`src/hw/rtl/sis_pkg.sv`:
```
package sis_pkg;

    localparam int DATA_W    = 32;
    localparam int COUNT_W   = 5;
    localparam int DEPTH_DEF = 16;

    typedef enum logic [2:0] {
        S_IDLE,
        S_DECIDE,
        S_RD,
        S_CMP,
        S_WRITE,
        S_TOP,
        S_TOPWAIT
    } t_sis_state;

    // controller -> datapath
    typedef struct packed {
        logic load;       // latch the incoming word
        logic dec_pos;
        logic inc_count;
        logic dec_count;
        logic set_drop;
        logic mem_we;
        logic wsel_shift; // write data: 1 = shifted entry, 0 = new value
        logic rsel_top;   // read addr: 1 = count-1, 0 = pos-1
        logic emit;
    } t_sis_cmd;

    // datapath -> controller
    typedef struct packed {
        logic op_pop;
        logic full;
        logic empty;
        logic pos_zero;
        logic pos_one;
        logic key_less;   // entry at pos-1 is below the new value
    } t_sis_sts;

endpackage

```
`src/hw/rtl/sis_ram.sv`:
```
module sis_ram #(
    parameter int WIDTH = 32,
    parameter int DEPTH = 16
) (
    input  logic                     i_clk,
    input  logic                     i_we,
    input  logic [$clog2(DEPTH)-1:0] i_waddr,
    input  logic [WIDTH-1:0]         i_wdata,
    input  logic [$clog2(DEPTH)-1:0] i_raddr,
    output logic [WIDTH-1:0]         o_rdata
);

    logic [WIDTH-1:0] r_mem [DEPTH];
    logic [WIDTH-1:0] r_rdata;

    always_ff @(posedge i_clk) begin
        if (i_we) begin
            r_mem[i_waddr] <= i_wdata;
        end
        r_rdata <= r_mem[i_raddr];
    end

    assign o_rdata = r_rdata;

endmodule

```
`src/hw/rtl/sis_ctrl.sv`:
```
module sis_ctrl
    import sis_pkg::*;
(
    input  logic     i_clk,
    input  logic     i_rst_n,
    input  logic     start,
    output logic     busy,
    input  t_sis_sts i_sts,
    output t_sis_cmd o_cmd
);

    t_sis_state r_state;
    t_sis_state n_state;

    always_ff @(posedge i_clk) begin
        if (!i_rst_n) begin
            r_state <= S_IDLE;
        end else begin
            r_state <= n_state;
        end
    end

    always_comb begin
        n_state = r_state;
        o_cmd   = '0;
        case (r_state)
            S_IDLE: begin
                if (start) begin
                    o_cmd.load = 1'b1;
                    n_state    = S_DECIDE;
                end
            end
            S_DECIDE: begin
                if (i_sts.op_pop) begin
                    o_cmd.dec_count = !i_sts.empty;
                    n_state         = S_TOP;
                end else if (i_sts.full) begin
                    o_cmd.set_drop = 1'b1;
                    n_state        = S_TOP;
                end else if (i_sts.pos_zero) begin
                    n_state = S_WRITE;
                end else begin
                    n_state = S_RD;
                end
            end
            S_RD: begin
                n_state = S_CMP;
            end
            S_CMP: begin
                // smaller entry moves up one slot; insertion point moves down
                if (i_sts.key_less) begin
                    o_cmd.mem_we     = 1'b1;
                    o_cmd.wsel_shift = 1'b1;
                    o_cmd.dec_pos    = 1'b1;
                    n_state          = i_sts.pos_one ? S_WRITE : S_RD;
                end else begin
                    n_state = S_WRITE;
                end
            end
            S_WRITE: begin
                o_cmd.mem_we    = 1'b1;
                o_cmd.inc_count = 1'b1;
                n_state         = S_TOP;
            end
            S_TOP: begin
                o_cmd.rsel_top = 1'b1;
                n_state        = S_TOPWAIT;
            end
            S_TOPWAIT: begin
                o_cmd.emit = 1'b1;
                n_state    = S_IDLE;
            end
            default: begin
                n_state = S_IDLE;
            end
        endcase
    end

    assign busy = (r_state != S_IDLE);

endmodule

```
`src/hw/rtl/sis_dpath.sv`:
```
module sis_dpath
    import sis_pkg::*;
#(
    parameter int DEPTH = DEPTH_DEF
) (
    input  logic               i_clk,
    input  logic               i_rst_n,
    input  logic               i_func,
    input  logic [DATA_W-1:0]  i_value,
    input  t_sis_cmd           i_cmd,
    output t_sis_sts           o_sts,
    output logic               o_valid,
    output logic [DATA_W-1:0]  o_top_value,
    output logic               o_is_empty,
    output logic [COUNT_W-1:0] o_count,
    output logic               o_push_dropped
);

    localparam int AW = $clog2(DEPTH);
    localparam int CW = $clog2(DEPTH + 1);

    logic              r_func;
    logic [DATA_W-1:0] r_value;
    logic [CW-1:0]     r_pos;
    logic [CW-1:0]     r_count;
    logic              r_drop;

    logic               r_valid;
    logic [DATA_W-1:0]  r_top;
    logic               r_empty;
    logic [COUNT_W-1:0] r_cnt_out;
    logic               r_dropped;

    logic [CW-1:0]         pos_m1;
    logic [CW-1:0]         cnt_m1;
    logic [AW-1:0]         raddr;
    logic [DATA_W-1:0]     wdata;
    logic [DATA_W-1:0]     rdata;
    logic [CW+COUNT_W-1:0] cnt_ext;

    assign pos_m1  = r_pos - CW'(1);
    assign cnt_m1  = r_count - CW'(1);
    assign raddr   = i_cmd.rsel_top ? cnt_m1[AW-1:0] : pos_m1[AW-1:0];
    assign wdata   = i_cmd.wsel_shift ? rdata : r_value;
    assign cnt_ext = {{COUNT_W{1'b0}}, r_count};

    sis_ram #(
        .WIDTH (DATA_W),
        .DEPTH (DEPTH)
    ) u_ram (
        .i_clk   (i_clk),
        .i_we    (i_cmd.mem_we),
        .i_waddr (r_pos[AW-1:0]),
        .i_wdata (wdata),
        .i_raddr (raddr),
        .o_rdata (rdata)
    );

    always_ff @(posedge i_clk) begin
        if (!i_rst_n) begin
            r_count <= '0;
            r_valid <= 1'b0;
            r_drop  <= 1'b0;
        end else begin
            r_valid <= i_cmd.emit;
            if (i_cmd.load) begin
                r_drop <= 1'b0;
            end else if (i_cmd.set_drop) begin
                r_drop <= 1'b1;
            end
            if (i_cmd.inc_count) begin
                r_count <= r_count + CW'(1);
            end else if (i_cmd.dec_count) begin
                r_count <= cnt_m1;
            end
        end
    end

    always_ff @(posedge i_clk) begin
        if (i_cmd.load) begin
            r_func  <= i_func;
            r_value <= i_value;
            r_pos   <= r_count;
        end else if (i_cmd.dec_pos) begin
            r_pos <= pos_m1;
        end
        if (i_cmd.emit) begin
            r_top     <= (r_count == '0) ? '0 : rdata;
            r_empty   <= (r_count == '0);
            r_cnt_out <= cnt_ext[COUNT_W-1:0];
            r_dropped <= r_drop;
        end
    end

    always_comb begin
        o_sts          = '0;
        o_sts.op_pop   = r_func;
        o_sts.full     = (r_count == CW'(DEPTH));
        o_sts.empty    = (r_count == '0);
        o_sts.pos_zero = (r_pos == '0);
        o_sts.pos_one  = (r_pos == CW'(1));
        o_sts.key_less = ($signed(rdata) < $signed(r_value));
    end

    assign o_valid        = r_valid;
    assign o_top_value    = r_top;
    assign o_is_empty     = r_empty;
    assign o_count        = r_cnt_out;
    assign o_push_dropped = r_dropped;

`ifndef ASSERT_OFF
    a_count_bound: assert property (@(posedge i_clk) disable iff (!i_rst_n)
        r_count <= CW'(DEPTH))
        else $error("entry count above depth");

    a_write_in_range: assert property (@(posedge i_clk) disable iff (!i_rst_n)
        i_cmd.mem_we |-> (r_pos < r_count + CW'(1)) && (r_count != CW'(DEPTH)))
        else $error("write outside sorted region");

    a_drop_when_full: assert property (@(posedge i_clk) disable iff (!i_rst_n)
        (r_valid && r_dropped) |-> (r_count == CW'(DEPTH)))
        else $error("push dropped while not full");

    a_single_strobe: assert property (@(posedge i_clk) disable iff (!i_rst_n)
        r_valid |=> !r_valid)
        else $error("result strobe longer than one cycle");
`endif

endmodule

```
`src/hw/rtl/sorted_insert_stack.sv`:
```
// Channel  | Handshake               | Word
// ---------+-------------------------+------------------------------------------
// command  | start & !busy           | i_func, i_value
// result   | o_valid (one cycle)     | o_top_value, o_is_empty, o_count,
//          |                         | o_push_dropped
//
// Pop, or push into a full store: after the accept edge the controller steps
// through S_DECIDE, S_TOP and S_TOPWAIT; o_valid is registered from S_TOPWAIT.
// Push: S_DECIDE, then an S_RD/S_CMP pair (entry RAM read, compare-shift) per
// stored entry below the new value and one for the first entry not below it, if
// any; then S_WRITE, S_TOP, S_TOPWAIT. busy drops as the strobe rises; the next word is taken at the following edge.
// i_rst_n is synchronous, active low; it empties the store (RAM not cleared).
// The receiver cannot stall: each result is shown for exactly one cycle.
module sorted_insert_stack
    import sis_pkg::*;
#(
    parameter int DEPTH = DEPTH_DEF
) (
    input  logic               i_clk,
    input  logic               i_rst_n,
    input  logic               start,
    output logic               busy,
    input  logic               i_func,
    input  logic [DATA_W-1:0]  i_value,
    output logic               o_valid,
    output logic [DATA_W-1:0]  o_top_value,
    output logic               o_is_empty,
    output logic [COUNT_W-1:0] o_count,
    output logic               o_push_dropped
);

    t_sis_cmd cmd;
    t_sis_sts sts;

    sis_ctrl u_ctrl (
        .i_clk   (i_clk),
        .i_rst_n (i_rst_n),
        .start   (start),
        .busy    (busy),
        .i_sts   (sts),
        .o_cmd   (cmd)
    );

    sis_dpath #(
        .DEPTH (DEPTH)
    ) u_dpath (
        .i_clk          (i_clk),
        .i_rst_n        (i_rst_n),
        .i_func         (i_func),
        .i_value        (i_value),
        .i_cmd          (cmd),
        .o_sts          (sts),
        .o_valid        (o_valid),
        .o_top_value    (o_top_value),
        .o_is_empty     (o_is_empty),
        .o_count        (o_count),
        .o_push_dropped (o_push_dropped)
    );

endmodule

```
`config.mk`:
```
export PLATFORM = sky130hd
export DESIGN_NAME = sorted_insert_stack
export DESIGN_NICKNAME = d
export VERILOG_FILES = /design/src/hw/rtl/sis_pkg.sv /design/src/hw/rtl/sis_ram.sv /design/src/hw/rtl/sis_ctrl.sv /design/src/hw/rtl/sis_dpath.sv /design/src/hw/rtl/sorted_insert_stack.sv
export SDC_FILE = /design/constraint.sdc
export NUM_CORES = 1
export LEC_CHECK = 0
export BUFFER_PORTS_ARGS = -buffer_cell sky130_fd_sc_hd__buf_2
export CAP_MARGIN = 0
export CORE_UTILIZATION = 37
export CTS_CLUSTER_SIZE = 10
export DETAILED_ROUTE_END_ITERATION = 10
export SLEW_MARGIN = 20
export SYNTH_ARGS = -nofsm -noshare
export SYNTH_HDL_FRONTEND = slang
export SYNTH_SLANG_ARGS = --single-unit
```
`constraint.sdc`:
```
create_clock -name i_clk -period 5 [get_ports i_clk]
set_input_delay 0.25 -clock i_clk [delete_from_list [all_inputs] [get_ports i_clk]]
set_output_delay 0.25 -clock i_clk [all_outputs]
set_load 0.05 [all_outputs]
```
==> out/qor.txt <==
Crit Path Max Fanout - 21
Syn nets - 1339
Sequential-to-total area share from yosys stat - 0.744
Htree depth - 3
First-pass GRT wire length - 79900 um
Antenna diode count - 0
Total clock sinks - 631
Setup violators final - 0
Max stage delay on crit path - 710 ps
RSZ-0062 raised after global routing - false
DRC viols - 0
Mapped Area - 24900 um2
Syn Area/Cell - 19.7 um2
Wirelength per Cell - 22.7 um
Share of cells above drive strength 1 - 0.257
Max Clk Rate - 0.238 GHz
Synth top area cells - edfxtp_1 71%, mux4_2 11%, dfxtp_1 3.4%
Std-Cell Rows - 94
Top Ports - 77
Wirelength, routed - 53400 um
Largest net degree at the start of global routing - 71
Post-synth ARST share - 0
Hold Fails Final Rpt - 0
Top_reg_cell synth - edfxtp_1
Routed vias - 12100
Synth top area share - 0.710
Worst path top cell family by delay - compound AO/OA/AOI/OAI gates
Final period util - 0.842
Critical path startpoint category - flip-flop
Synth-to-layout area growth - 17.2%
Cts bufs inserted - 74
Starting Density - 0.376
Peak supply drop - 0.000277 V
Synthesized instance count - 1265
Min cycle time layout - 4210 ps
Critical path arrival - 4440 ps
Antenna Nets Post-Route - 0
Max-Cap Viols - 0
CP endpoint kind - flip-flop
Placed insts - 2183
Die W - 261 um
Initial antenna violation count - 0
Skew final - 13.8 ps
Initial DRC Count - 870
Pwr Density - 538 nW/um2
Fin Setup TNS - 0 ps
Clock-pin slew on the worst setup and hold paths - 50 ps
Routability cong. - 0.726
CTS tree - done
Fin cells - 2351
Post-CTS setup repair buffer count - 0
Outcome - completed
Vias in the first global route - 12700
Overflow after GRT - 0
Fin. max-slew vios - 0
Synth warnings - 0
Buffer and inverter count on the worst path - 2
Overall Global Routing Usage - 0.160
Crit path max-delay cell type - a221oi_1
Leakage power total - 9.65 nW
Vias per cell - 5.13
Flops & latches, synth - 631
Die area - 68400 um2
Top cells by count, synth - 589 x edfxtp_1, 126 x mux4_2, 69 x nor2b_1
Die Y - 261 um
Core region area - 66200 um2
Slew at the pin with the worst max-slew slack - 1110 ps
Detail Placement HPWL - 30600 um
Longest Clk Path Bufs - 3
Clock insertion delay at the later pin of the skew report - 590 ps
Port Buffer Count - 76
Fin nets - 1504
Rel. slew slack - 0.258
Most common cell in the synthesized netlist - edfxtp_1
Cell accounting for the most synthesized area - edfxtp_1
Critical-path cell list - inv_1 > ha_1 > a21oi_1 > o21ai_0 > a221oi_1 > o2111ai_1 > o21ai_2 > a21oi_4 > nor2_4 > buf_4
Clk root buf - clkbuf_16
Hold crit path type - in -> reg
TritonRoute pass-1 iters - 5
EDFF count, synth - 589
Crit Path Class - reg -> reg
Final-layout fill cell count - 5666
WP data required - 5230 ps
Library cells used by synthesis - 51
==> worst reg2reg max path: stages, from the launching register on <==
cell,delay [ps]
edfxtp_1,370
inv_1,70
ha_1,230
a21oi_1,210
o21ai_0,110
a221oi_1,710
o2111ai_1,380
o21ai_2,420
a21oi_4,340
nor2_4,510
buf_4,490
==> area by class of cell <==
cell class                      instances  area [um2]  share of cell area
Multi-Input combinational cell        535        5980               0.205
Clock buffer                          129        2120              0.0727
Sequential cell                       631       18500               0.635
Tap cell                              864        1080              0.0370
Inverter                               40         150             0.00514
Clock inverter                          4        77.6             0.00266
Timing Repair Buffer                  148        1240              0.0425
==> metal layers <==
metal	vias up	share of wire	GRT usage
li1	5413	-	-
met1	6323	0.44	0.212
met2	252	0.50	0.270
met3	79	0.041	0.0273
met4	0	0.019	0.0493
met5	-	0	0
==> what timing repair did <==
action | 4_1_cts | 5_1_grt
endpoints found under the hold margin | 42 | 0
resized for setup | 0 | 0
hold buffers | 35 | 0
==> worst paths after layout <==
path / from / to / slack (ps) / depth (start not counted)
max reg2reg: u_dpath.r_value[25]$_DFFE_PP_ / u_dpath.u_ram.r_mem[12][17]$_DFFE_PP_ / 790 / 10
min reg2reg: u_dpath.r_drop$_SDFFE_PP0P_ / u_dpath.o_push_dropped$_DFFE_PP_ / 440 / 0
min: i_value[22] / u_dpath.r_value[22]$_DFFE_PP_ / 370 / 2
max: u_dpath.r_value[25]$_DFFE_PP_ / u_dpath.u_ram.r_mem[12][17]$_DFFE_PP_ / 790 / 10
==> state kept, by name (all words and copies together) (netlist names) <==
name / flops
u_dpath.u_ram.r_mem: 512
u_dpath.o_is_empty: 1
u_dpath.u_ram.o_rdata: 32
u_dpath.r_value: 32
u_dpath.o_valid: 1
u_dpath.o_push_dropped: 1
u_dpath.r_count: 5
u_dpath.r_func: 1
u_dpath.o_top_value: 32
u_dpath.o_count: 5
u_ctrl.r_state: 3
u_dpath.r_pos: 5
u_dpath.r_drop: 1
==> power breakdown <==
part | total (mW) | internal, mW | switching, mW | leakage [nW]
sequential | 6.53 | 6.31 | 0.221 | 5.67
clock | 4.95 | 2.96 | 1.99 | 1.05
combinational | 4.21 | 1.87 | 2.34 | 2.93
total | 15.7 | 11.1 | 4.55 | 9.65
==> placed cells by master (no fill, tap or decap), types with 19 or more instances in the layout <==
| master | n |
|---|---|
| a211oi_1 | 33 |
| ha_1 | 38 |
| nor2b_1 | 69 |
| nor2_1 | 22 |
| buf_2 | 76 |
| edfxtp_1 | 589 |
| clkbuf_1 | 52 |
| dlygate4sd3_1 | 35 |
| buf_4 | 19 |
| mux4_2 | 126 |
| a21oi_1 | 55 |
| inv_1 | 38 |
| dfxtp_1 | 42 |
| nand2_1 | 34 |
| mux2_2 | 32 |
| clkbuf_16 | 77 |
| mux2i_1 | 32 |
==> per-stage QoR <==
stage          area [um2]  power [mW]  hold WS, ps  utilization  worst slack, ps
3_5_place_dp        26600        10.9          420        0.402              707
3_3_place_gp        26600        10.9          429        0.402              736
6_report            29200        15.7          367        0.441              792
5_1_grt             29200        16.4          346        0.441              545
4_1_cts             29200        15.9          329        0.441              695
2_1_floorplan       24900        9.77          349            -             1300
==> kinds of logic after synthesis <==
kind of cell | count (synthesis) | synth area share
simple gates | 177 | 0.0382
compound gates | 120 | 0.0292
buf+inv | 99 | 0.0233
mux | 193 | 0.144
xor+xnor | 7 | 0.00246
fa+ha+maj | 38 | 0.0191
flops | 631 | 0.744
Power figures use the tool's default switching activity.
